<file path="config.mk">
export PLATFORM = sky130hd
export DESIGN_NAME = cppd_ram
export DESIGN_NICKNAME = d
export VERILOG_FILES = /design/src/hw/rtl/cppd_ram.sv
export SDC_FILE = /design/constraint.sdc
export NUM_CORES = 1
export LEC_CHECK = 0
export BUFFER_PORTS_ARGS = -buffer_cell sky130_fd_sc_hd__buf_2
export CELL_PAD_IN_SITES_DETAIL_PLACEMENT = 0
export CELL_PAD_IN_SITES_GLOBAL_PLACEMENT = 1
export CORE_AREA = 2 2 101 103
export CTS_BUF_LIST = sky130_fd_sc_hd__clkbuf_8
export DETAILED_ROUTE_END_ITERATION = 6
export DIE_AREA = 0 0 103 105
export PLACE_DENSITY_LB_ADDON = 0.1
export SKIP_LAST_GASP = 1
export SYNTH_ARGS = -nofsm -noshare
export SYNTH_HDL_FRONTEND = slang
export SYNTH_SLANG_ARGS = --single-unit
</file>
<file path="constraint.sdc">
create_clock -name clk -period 2.3 [get_ports clk]
set_input_delay 0.115 -clock clk [delete_from_list [all_inputs] [get_ports clk]]
set_output_delay 0.115 -clock clk [all_outputs]
set_load 0.02 [all_outputs]
</file>
<file path="src/hw/rtl/cppd_ram.sv">
// ============================================================================
// cppd_ram: generic single-port-write, single-port-read RAM
// One write and one registered read per cycle; read data holds while idle.
// ============================================================================
module cppd_ram #(
    parameter int WIDTH = 8,
    parameter int DEPTH = 16
) (
    input  logic                     clk,
    input  logic                     wr_en,
    input  logic [$clog2(DEPTH)-1:0] wr_addr,
    input  logic [WIDTH-1:0]         wr_data,
    input  logic                     rd_en,
    input  logic [$clog2(DEPTH)-1:0] rd_addr,
    output logic [WIDTH-1:0]         rd_data
);

    logic [WIDTH-1:0] mem [DEPTH];

    always_ff @(posedge clk)
    begin
        if (wr_en)
        begin
            mem[wr_addr] <= wr_data;
        end
        if (rd_en)
        begin
            rd_data <= mem[rd_addr];
        end
    end

endmodule

</file>
==> metrics.yaml <==
grt_max_degree: 24
antenna_found_initial: 0
cts_htree_levels: 4
drc: 0
max_slew_margin: 0.574
cp-startpoint: "mem[3][4]$_DFFE_PP_"
clockBufferDepth: 2
holdBufCountCts: 0
coreArea_um2: 9640
drive_above_1_share: 0.313
fin_crit_sh: 0.656
internal-power_w: 0.00384
area.growth.synth_to_final_pct: 14.5
clk_pin_slew_ps: 70
antenna-diode-count: 0
grt-ovfl-total: 0
max_freq_mhz: 663
finClkSkew_ps: 5.55
die_y_um: 105
rows: 36
synth_top_area_share: 0.781
placed_area_um2: 5610
drt_wl_total_um: 9480
synth_seq_cells: 136
finish.utilization: 0.621
yosysWarnings: 0
p_clk_frac: 0.368
multi_input_area_um2: 1060
fin_area_um2: 5990
cts_buffers: 17
synthSimpleGateAreaFrac: 0.0314
grt_setup_unrepaired: "false"
p_sw_w: 0.00102
power_frac_seq: 0.577
crit_path_end_kind: "register"
cts_setup_buffers: 0
hp-class: "input port to register"
synthDistinctLibCells: 18
synthesis.nets: 248
cp_slowest_cell: "mux4_2"
path_max_fanout: 1
setup_violations: 0
syn_inst: 229
start_util: 0.542
outcome: "completed"
grt_pass1_vias: 2539
leakage_nw: 2.01
die_area_um2: 10800
syn-cell-area_um2: 5230
max_stage_delay_ps: 480
r2r-start: "mem[3][4]$_DFFE_PP_"
layout_commonest_cell: "edfxtp_1"
synthTopCellsByArea: "edfxtp_1 (78%), mux4_2 (7.8%), mux4_1 (7.0%), a22oi_1 (2.3%), nor2_1 (0.93%)"
clkSinkCount: 136
drtAntennaViolNets: 0
synthMuxAreaShare: 0.148
clkLatencyLatePin_ps: 410
nets: 303
syn_area_per_cell_um2: 22.8
die_w_um: 103
cp.required_ps: 2470
num-fill-cells: 721
cts-root-buf: "clkbuf_8"
hp-start: "rd_en"
p_per_area_nw_per_um2: 812
final_cell_mix: "edfxtp_1 (136), buf_2 (26), mux4_2 (18), buf_4 (18), clkbuf_8 (17)"
drt_iter0_markers: 123
post_cts_resized: 0
drt_first_pass_iters: 4
dp_hpwl_um: 6180
cp_cell_sequence: "mux4_2, a22oi_1, nand2_1"
wire_per_inst_um: 22.1
drv_cap: 0
hold_slack_ps: 71.9
start_kind: "register"
grt_use_total: 0.197
worstPathArrival_ps: 1670
finalWeightedCongestion: 0.735
io_pins: 27
slew_viol_final: 0
synthXorXnorAreaFrac: 0
path_class: "register to register"
hold_violations: 0
fin_crit_ps: 1510
synth_top_family_by_area: "multiplexers"
yosysSeqAreaShare: 0.781
p_comb_frac: 0.055
routed_via_density: 5.65
synthAdderAreaFrac: 0
grt_pass1_wl_um: 14700
dr_total_vias: 2430
worst_pin_slew_ps: 637
cts_tree: "built"
finalSetupTns_ps: 0
regArea_um2: 4080
synth_top_area_cell: "edfxtp_1"
sw_frac_of_total: 0.209
portBuffers: 26
synth-compound-area-share: 0.0230
irDropWorstVdd_uv: 572
==> worst paths after layout <==
kind                               end  slack, ps  cells after the start
setup / recovery  rd_data[4]$_DFFE_PP_        790                      3
hold / removal    rd_data[2]$_DFFE_PP_         70                      1
setup reg to reg  rd_data[4]$_DFFE_PP_        790                      3
hold reg to reg   rd_data[1]$_DFFE_PP_        740                      3
==> routing by layer <==
metal  track usage  vias to the layer above  part of all wire
met5             0                        -                 0
met1         0.280                     1254              0.45
li1              -                     1086                 -
met3        0.0535                       11             0.041
met2         0.303                       79              0.50
met4        0.0536                        0             0.011
==> synth_stat cells <==
| cell | number |
|---|---|
| nor3_1 | 4 |
| and2b_1 | 1 |
| and2_1 | 1 |
| mux4_1 | 14 |
| nand3_1 | 1 |
| nand2b_1 | 2 |
| clkdlybuf4s25_2 | 3 |
| nor2_1 | 13 |
| edfxtp_1 | 136 |
| mux4_2 | 18 |
| a22oi_1 | 16 |
| buf_2 | 3 |
| nand2_1 | 9 |
| nand3b_1 | 2 |
| or3b_2 | 1 |
| buf_4 | 1 |
| buf_6 | 3 |
| nor2b_1 | 1 |
==> power by group through the flow <==
stage | Sequential [W] | Combinational (W) | Clock [W]
floorplan | 0.00287 | 0.000141 | 0
global placement | 0.00286 | 0.000266 | 0
detailed placement | 0.00286 | 0.000271 | 0
CTS | 0.00280 | 0.000271 | 0.00182
global route | 0.00281 | 0.000294 | 0.00194
finish | 0.00280 | 0.000267 | 0.00179
==> metrics by stage <==
| stage | cells | worst slack [ps] | total power (W) |
|---|---|---|---|
| 2_1_floorplan | 229 | 692 | 0.00301 |
| 3_5_place_dp | 398 | 521 | 0.00313 |
| 3_3_place_gp | 398 | 521 | 0.00312 |
| 6_report | 430 | 792 | 0.00486 |
| 4_1_cts | 430 | 800 | 0.00490 |
| 5_1_grt | 430 | 732 | 0.00504 |
==> critical path, delay by kind of cell, from the launching register on <==
kind,cells,cell delay (ps)
simple gates,1,80
compound gates,1,310
flops,1,390
mux,1,480
==> layout make-up <==
type,instances,share of cell area
clock buffers,17,0.0391
clock inverters,15,0.0232
multi-input cells,83,0.177
flip-flops and latches,136,0.682
well taps,133,0.0278
repair buffers,46,0.0510
==> flip-flops by register name (all words and copies together), names as in the netlist <==
signal	count
rd_data	8
mem	128
==> cells by family after synthesis <==
family                 count (synthesis)
and+or+nand+nor                       35
DFF                                  136
buffers and inverters                 10
muxes                                 32
AOI/OAI and AO/OA                     16
No activity file was read; power rests on OpenSTA's default activity.
