--- src/hw/rtl/cppd_pkg.sv ---
// ============================================================================
// cppd_pkg: close particle pair detector shared definitions
// Payload structs, store entry layout, status struct and fixed widths.
// ============================================================================
package cppd_pkg;

    localparam int MAX_PARTICLES      = 1024;
    localparam int MAX_REPORTED_PAIRS = 63;
    localparam int COORD_WIDTH        = 20;
    localparam int IDX_WIDTH          = 10;
    localparam int THRESH_WIDTH       = 44;
    localparam logic [THRESH_WIDTH-1:0] THRESH_RESET = 44'd10486;

    // differences of 2^22 or more can never be close
    localparam int MAG_WIDTH = 22;
    localparam int SQ_WIDTH  = 2 * MAG_WIDTH;
    localparam int SUM_WIDTH = SQ_WIDTH + 2;

    typedef enum logic {
        ACT_ADD   = 1'b0,
        ACT_CLEAR = 1'b1
    } action_t;

    typedef logic signed [COORD_WIDTH-1:0] coord_t;

    typedef struct packed {
        action_t action;
        logic    is_ghost;
        coord_t  pos_x;
        coord_t  pos_y;
        coord_t  pos_z;
    } in_item_t;

    typedef struct packed {
        logic                 is_pair;
        logic [IDX_WIDTH-1:0] earlier_index;
        logic [IDX_WIDTH-1:0] new_index;
        logic [IDX_WIDTH-1:0] close_count;
        logic                 truncated;
        logic                 set_full;
        logic                 last;
    } out_item_t;

    typedef struct packed {
        logic   ghost;
        coord_t x;
        coord_t y;
        coord_t z;
    } store_entry_t;

    // distance pipeline status toward the sequencer
    typedef struct packed {
        logic valid;
        logic close;
        logic busy;
    } dist_status_t;

endpackage

--- src/hw/rtl/cppd_dist.sv ---
// ============================================================================
// cppd_dist: squared distance compare pipeline
// Abs differences, then squares, then sum and threshold compare.
// ============================================================================
module cppd_dist
    import cppd_pkg::*;
#(
    parameter int ADDR_W = 10
) (
    input  logic                    clk,
    input  logic                    rst_n,
    input  logic                    en,
    input  logic                    in_valid,
    input  logic [ADDR_W-1:0]       in_idx,
    input  store_entry_t            entry,
    input  coord_t                  pos_x,
    input  coord_t                  pos_y,
    input  coord_t                  pos_z,
    input  logic [THRESH_WIDTH-1:0] thresh,
    output dist_status_t            status,
    output logic [ADDR_W-1:0]       out_idx
);

    localparam int DIFF_W = COORD_WIDTH + 1;
    localparam int EXT_W  = (DIFF_W > MAG_WIDTH + 1) ? DIFF_W : MAG_WIDTH + 1;

    // {far, magnitude}
    function automatic logic [MAG_WIDTH:0] abs_mag(coord_t a, coord_t b);
        logic signed [DIFF_W-1:0] d;
        logic [DIFF_W-1:0]        m;
        logic [EXT_W-1:0]         e;
        d = DIFF_W'(a) - DIFF_W'(b);
        m = d[DIFF_W-1] ? DIFF_W'(-d) : DIFF_W'(d);
        e = EXT_W'(m);
        return {|e[EXT_W-1:MAG_WIDTH], e[MAG_WIDTH-1:0]};
    endfunction

    logic [MAG_WIDTH:0] mx, my, mz;

    logic                 va_reg, va_next;
    logic                 skipa_reg, skipa_next;
    logic [ADDR_W-1:0]    idxa_reg;
    logic [MAG_WIDTH-1:0] magx_reg, magy_reg, magz_reg;

    logic                 vb_reg, vb_next;
    logic                 skipb_reg;
    logic [ADDR_W-1:0]    idxb_reg;
    logic [SQ_WIDTH-1:0]  sqx_reg, sqy_reg, sqz_reg;

    logic [SUM_WIDTH-1:0] sum;

    assign mx = abs_mag(pos_x, entry.x);
    assign my = abs_mag(pos_y, entry.y);
    assign mz = abs_mag(pos_z, entry.z);

    always_comb
    begin
        va_next    = en ? in_valid : va_reg;
        vb_next    = en ? va_reg : vb_reg;
        skipa_next = entry.ghost | mx[MAG_WIDTH] | my[MAG_WIDTH] | mz[MAG_WIDTH];
    end

    always_ff @(posedge clk or negedge rst_n)
    begin
        if (!rst_n)
        begin
            va_reg <= 1'b0;
            vb_reg <= 1'b0;
        end
        else
        begin
            va_reg <= va_next;
            vb_reg <= vb_next;
        end
    end

    always_ff @(posedge clk)
    begin
        if (en)
        begin
            skipa_reg <= skipa_next;
            idxa_reg  <= in_idx;
            magx_reg  <= mx[MAG_WIDTH-1:0];
            magy_reg  <= my[MAG_WIDTH-1:0];
            magz_reg  <= mz[MAG_WIDTH-1:0];
            skipb_reg <= skipa_reg;
            idxb_reg  <= idxa_reg;
            sqx_reg   <= magx_reg * magx_reg;
            sqy_reg   <= magy_reg * magy_reg;
            sqz_reg   <= magz_reg * magz_reg;
        end
    end

    assign sum = SUM_WIDTH'(sqx_reg) + SUM_WIDTH'(sqy_reg) + SUM_WIDTH'(sqz_reg);

    assign status.valid = vb_reg;
    assign status.close = vb_reg & ~skipb_reg & (sum < SUM_WIDTH'(thresh));
    assign status.busy  = va_reg | vb_reg;
    assign out_idx      = idxb_reg;

endmodule

--- config.mk ---
export PLATFORM = sky130hd
export DESIGN_NAME = cppd_dist
export DESIGN_NICKNAME = d
export VERILOG_FILES = /design/src/hw/rtl/cppd_pkg.sv /design/src/hw/rtl/cppd_dist.sv
export SDC_FILE = /design/constraint.sdc
export NUM_CORES = 2
export LEC_CHECK = 0
export ABC_AREA = 1
export ABC_CLOCK_PERIOD_IN_PS = 15100
export BUFFER_PORTS_ARGS = -buffer_cell sky130_fd_sc_hd__buf_2
export CAP_MARGIN = 20
export CORE_MARGIN = 3
export CORE_UTILIZATION = 44
export DETAILED_ROUTE_END_ITERATION = 6
export SKIP_LAST_GASP = 1
export SLEW_MARGIN = 20
export SYNTH_ARGS = -nofsm -noshare
export SYNTH_HDL_FRONTEND = slang
export SYNTH_SLANG_ARGS = --single-unit
--- constraint.sdc ---
create_clock -name clk -period 15.1 [get_ports clk]
set_input_delay 1.51 -clock clk [delete_from_list [all_inputs] [get_ports clk]]
set_output_delay 1.51 -clock clk [all_outputs]
set_load 0.1 [all_outputs]
==> metrics <==
Mean Syn Cell Area roughly 8 µm²; Placeable Area around 130000 µm²; Clock Sinks 210; Die X roughly 360 µm; main flop type after synthesis edfxtp_1; Worst Setup End Kind flip-flop; Critical-path top delay cell edfxtp_1; Slew Viols, Final 0; max-cap check violation count 0; clock root buffer clkbuf_16; pre-CTS setup slack 7.952 ns; worst skew pair latency between 0.6 and 0.7 ns; hold_sp idxa_reg[3]$_DFFE_PP_; setup tns final 0 ns; r2r endpoint sqx_reg[29]$_DFFE_PP_; CP Class reg -> reg; DP HPWL around 120000 µm; worst endpoint data arrival time 7.56 ns; period utilisation layout between 40% and 50%; vias in the first global route around 46000; setup ws final between 7 and 8 ns; DRC 0; CTS Buf Count 28; Initial Utilization 44.44%; drt pass-1 iters 6; full die area between 100000 and 150000 µm²; Final Hold Vio Count 0; Synthesis Warnings 0; post_cts resized 0; largest net degree at the start of global routing 73; Tmin final 7.140 ns; fraction of registers with async set/reset 0.9524%; worst rel slew slack a little under a quarter; Nets between 8000 and 9000; n_diodes 0; WL/cell 16.18 µm; antenna viol nets, final 0; CP max FO 21; GPL Wtd Cong 0.9187; die height 362.6 µm; Syn Inst Count 7050; layout cell share with drive strength beyond 1 4.055%; kind of start point of the critical path flip-flop; initial antenna violation count 3; CTS HTree Levels 1; synthesis-to-layout area growth 6.486%; DRT Wirelength between 100000 and 150000 µm; count of input and output buffers around 190; CP Data Required Time roughly 16 ns; FP Rows 130; Least-Margin Pin Slew 1.157 ns; Setup Fix Bufs, Post-CTS 0; Netlist cell types 50; first-pass GRT wire length approximately 240000 µm; TritonCTS clock tree done; r2r worst-path depth 23; sequential area share after synthesis 11.25%; Layout Skew between 0.01 and 0.015 ns; reg-to-reg slack, setup roughly 8 ns; Total Routing Usage GR between 20% and 30%; Netlist Area Pre-Place about 56000 µm²; Max Root-Sink Buffers 3; CTS Hold Buffers Added 0; final setup fails 0; Vias roughly 43000; Ports between 150 and 200; HP Class reg -> reg; r2r startpoint magx_reg[8]$_DFFE_PP_; Fmax achieved between 100 and 150 MHz; RSZ-0062 raised after global routing false; Via density slightly below 5; outcome completed; Endpoint, Worst Hold out_idx[3]$_DFFE_PP_; hold path cells 0; number of synthesized flops with an enable pin around 210; Clk pin slew, worst setup/hold paths 0.06 ns; DR iter-0 viols 2481; GR Overflow Total 0; cells along the critical path nand2_1, fa_1, inv_1, fa_1, inv_1, fa_1, inv_1, fa_1, inv_1, fa_1, inv_1, fa_1, inv_1, fa_1, inv_1, ha_1, nand2_1, nor2_1, nand2_1, nor3_1, a21oi_1, o21ai_0, xor2_1; synthesized flop and latch total 210; Max stage delay on crit path 1.04 ns
[critical path, delay by kind of cell, from the launching register on]
kind,cells,cell delay [ns]
fa+ha+maj,8,3.88
flops,1,1.04
simple gates,5,1.00
compound gates,2,0.42
buf+inv,7,0.34
xor+xnor,1,0.25
[cell usage after synthesis (all sizes together) (23+ instances only)]
| cell type | count | share of area, % |
|---|---|---|
| nor2 | 379 | 2.6 |
| nand3 | 217 | 2.0 |
| xor2 | 153 | 2.4 |
| a21oi | 275 | 2.5 |
| nand4 | 39 | 0.45 |
| a31oi | 29 | 0.32 |
| a21o | 28 | 0.38 |
| ha | 608 | 14 |
| nand2 | 1600 | 11 |
| o21ai | 135 | 1.2 |
| inv | 2032 | 14 |
| edfxtp | 208 | 11 |
| fa | 976 | 35 |
| nor3 | 40 | 0.37 |
| o21bai | 23 | 0.31 |
| xnor2 | 73 | 1.1 |
| clkbuf | 124 | 0.83 |
[cell usage in the layout, fill, tap and decap left out, drive strengths merged]
master / synthesis / final
a21o: 28 / 28
inv: 2032 / 2040
o211ai: 9 / 9
xnor2: 73 / 73
nand3b: 9 / 9
nor2: 379 / 379
edfxtp: 208 / 208
o21bai: 23 / 23
ha: 608 / 608
xor2: 153 / 153
a21oi: 275 / 275
nand2: 1600 / 1600
clkinv: 0 / 8
conb: 2 / 3
nand3: 217 / 217
nor3: 40 / 40
dfrtp: 2 / 2
o21ai: 135 / 135
o21a: 14 / 14
nand4: 39 / 39
clkinvlp: 0 / 2
and3: 6 / 6
bufinv: 0 / 5
or2: 10 / 10
o221ai: 4 / 4
o211a: 1 / 1
fa: 976 / 976
o2111ai: 2 / 2
o31ai: 4 / 4
nor4b: 1 / 1
a31oi: 29 / 29
buf: 11 / 209
clkbuf: 124 / 29
a21boi: 14 / 14
and2: 4 / 4
nor4: 13 / 13
a211oi: 5 / 5
[area by class of cell]
cell class                      instances  area, µm²
Fill cell                           12640      66320
Multi-Input combinational cell       4674      41490
Inverter                             2032       7627
Sequential cell                       210       6296
Tap cell                             1650       2064
Timing Repair Buffer                  209       1101
Clock buffer                           29      704.4
Clock inverter                         23      294.0
[per-stage QoR]
step | std cells | hold slack [ns] | util, % | instance area [µm²]
finish | 8827 | 0.4205 | 47.32 | 59570
global route | 8827 | 0.4251 | 47.32 | 59570
CTS | 8827 | 0.4209 | 47.32 | 59570
detailed placement | 8775 | 0.4061 | 46.53 | 58580
global placement | 8775 | 0.4017 | 46.53 | 58580
floorplan | 7051 | 0.4003 | - | 55950
[per-layer routing]
layer  vias up  global-route usage [%]  wire, µm
li1      21160                       -         -
met2      1063                   37.51     66790
met5         -                       0        27
met3       138                   2.139      7846
met1     20970                   31.65     65460
met4         4                   4.306      2672
[worst max path at each step]
| stage | from | endpoint | slack (ns) | cells after the start |
|---|---|---|---|---|
| 2_1_floorplan | magz_reg[19]$_DFFE_PP_ | sqz_reg[41]$_DFFE_PP_ | 8.98 | 23 |
| 3_3_place_gp | magx_reg[8]$_DFFE_PP_ | sqx_reg[30]$_DFFE_PP_ | 8.03 | 23 |
| 3_5_place_dp | magx_reg[8]$_DFFE_PP_ | sqx_reg[29]$_DFFE_PP_ | 7.95 | 23 |
| 4_1_cts | magx_reg[8]$_DFFE_PP_ | sqx_reg[29]$_DFFE_PP_ | 7.93 | 23 |
| 5_1_grt | magx_reg[8]$_DFFE_PP_ | sqx_reg[29]$_DFFE_PP_ | 7.50 | 23 |
| 6_report | magx_reg[8]$_DFFE_PP_ | sqx_reg[29]$_DFFE_PP_ | 7.96 | 23 |
[cells by family after synthesis]
| group | synth area share [%] |
|---|---|
| flops | 11.25 |
| xor+xnor | 3.572 |
| compound gates | 5.419 |
| simple gates | 16.62 |
| fa+ha+maj | 48.52 |
| buf+inv | 14.60 |
| other cells | 0.01342 |
Power is left out: the tool's default activity adds up to more than one toggle a clock period on the data nets, which glitch-free logic cannot reach.
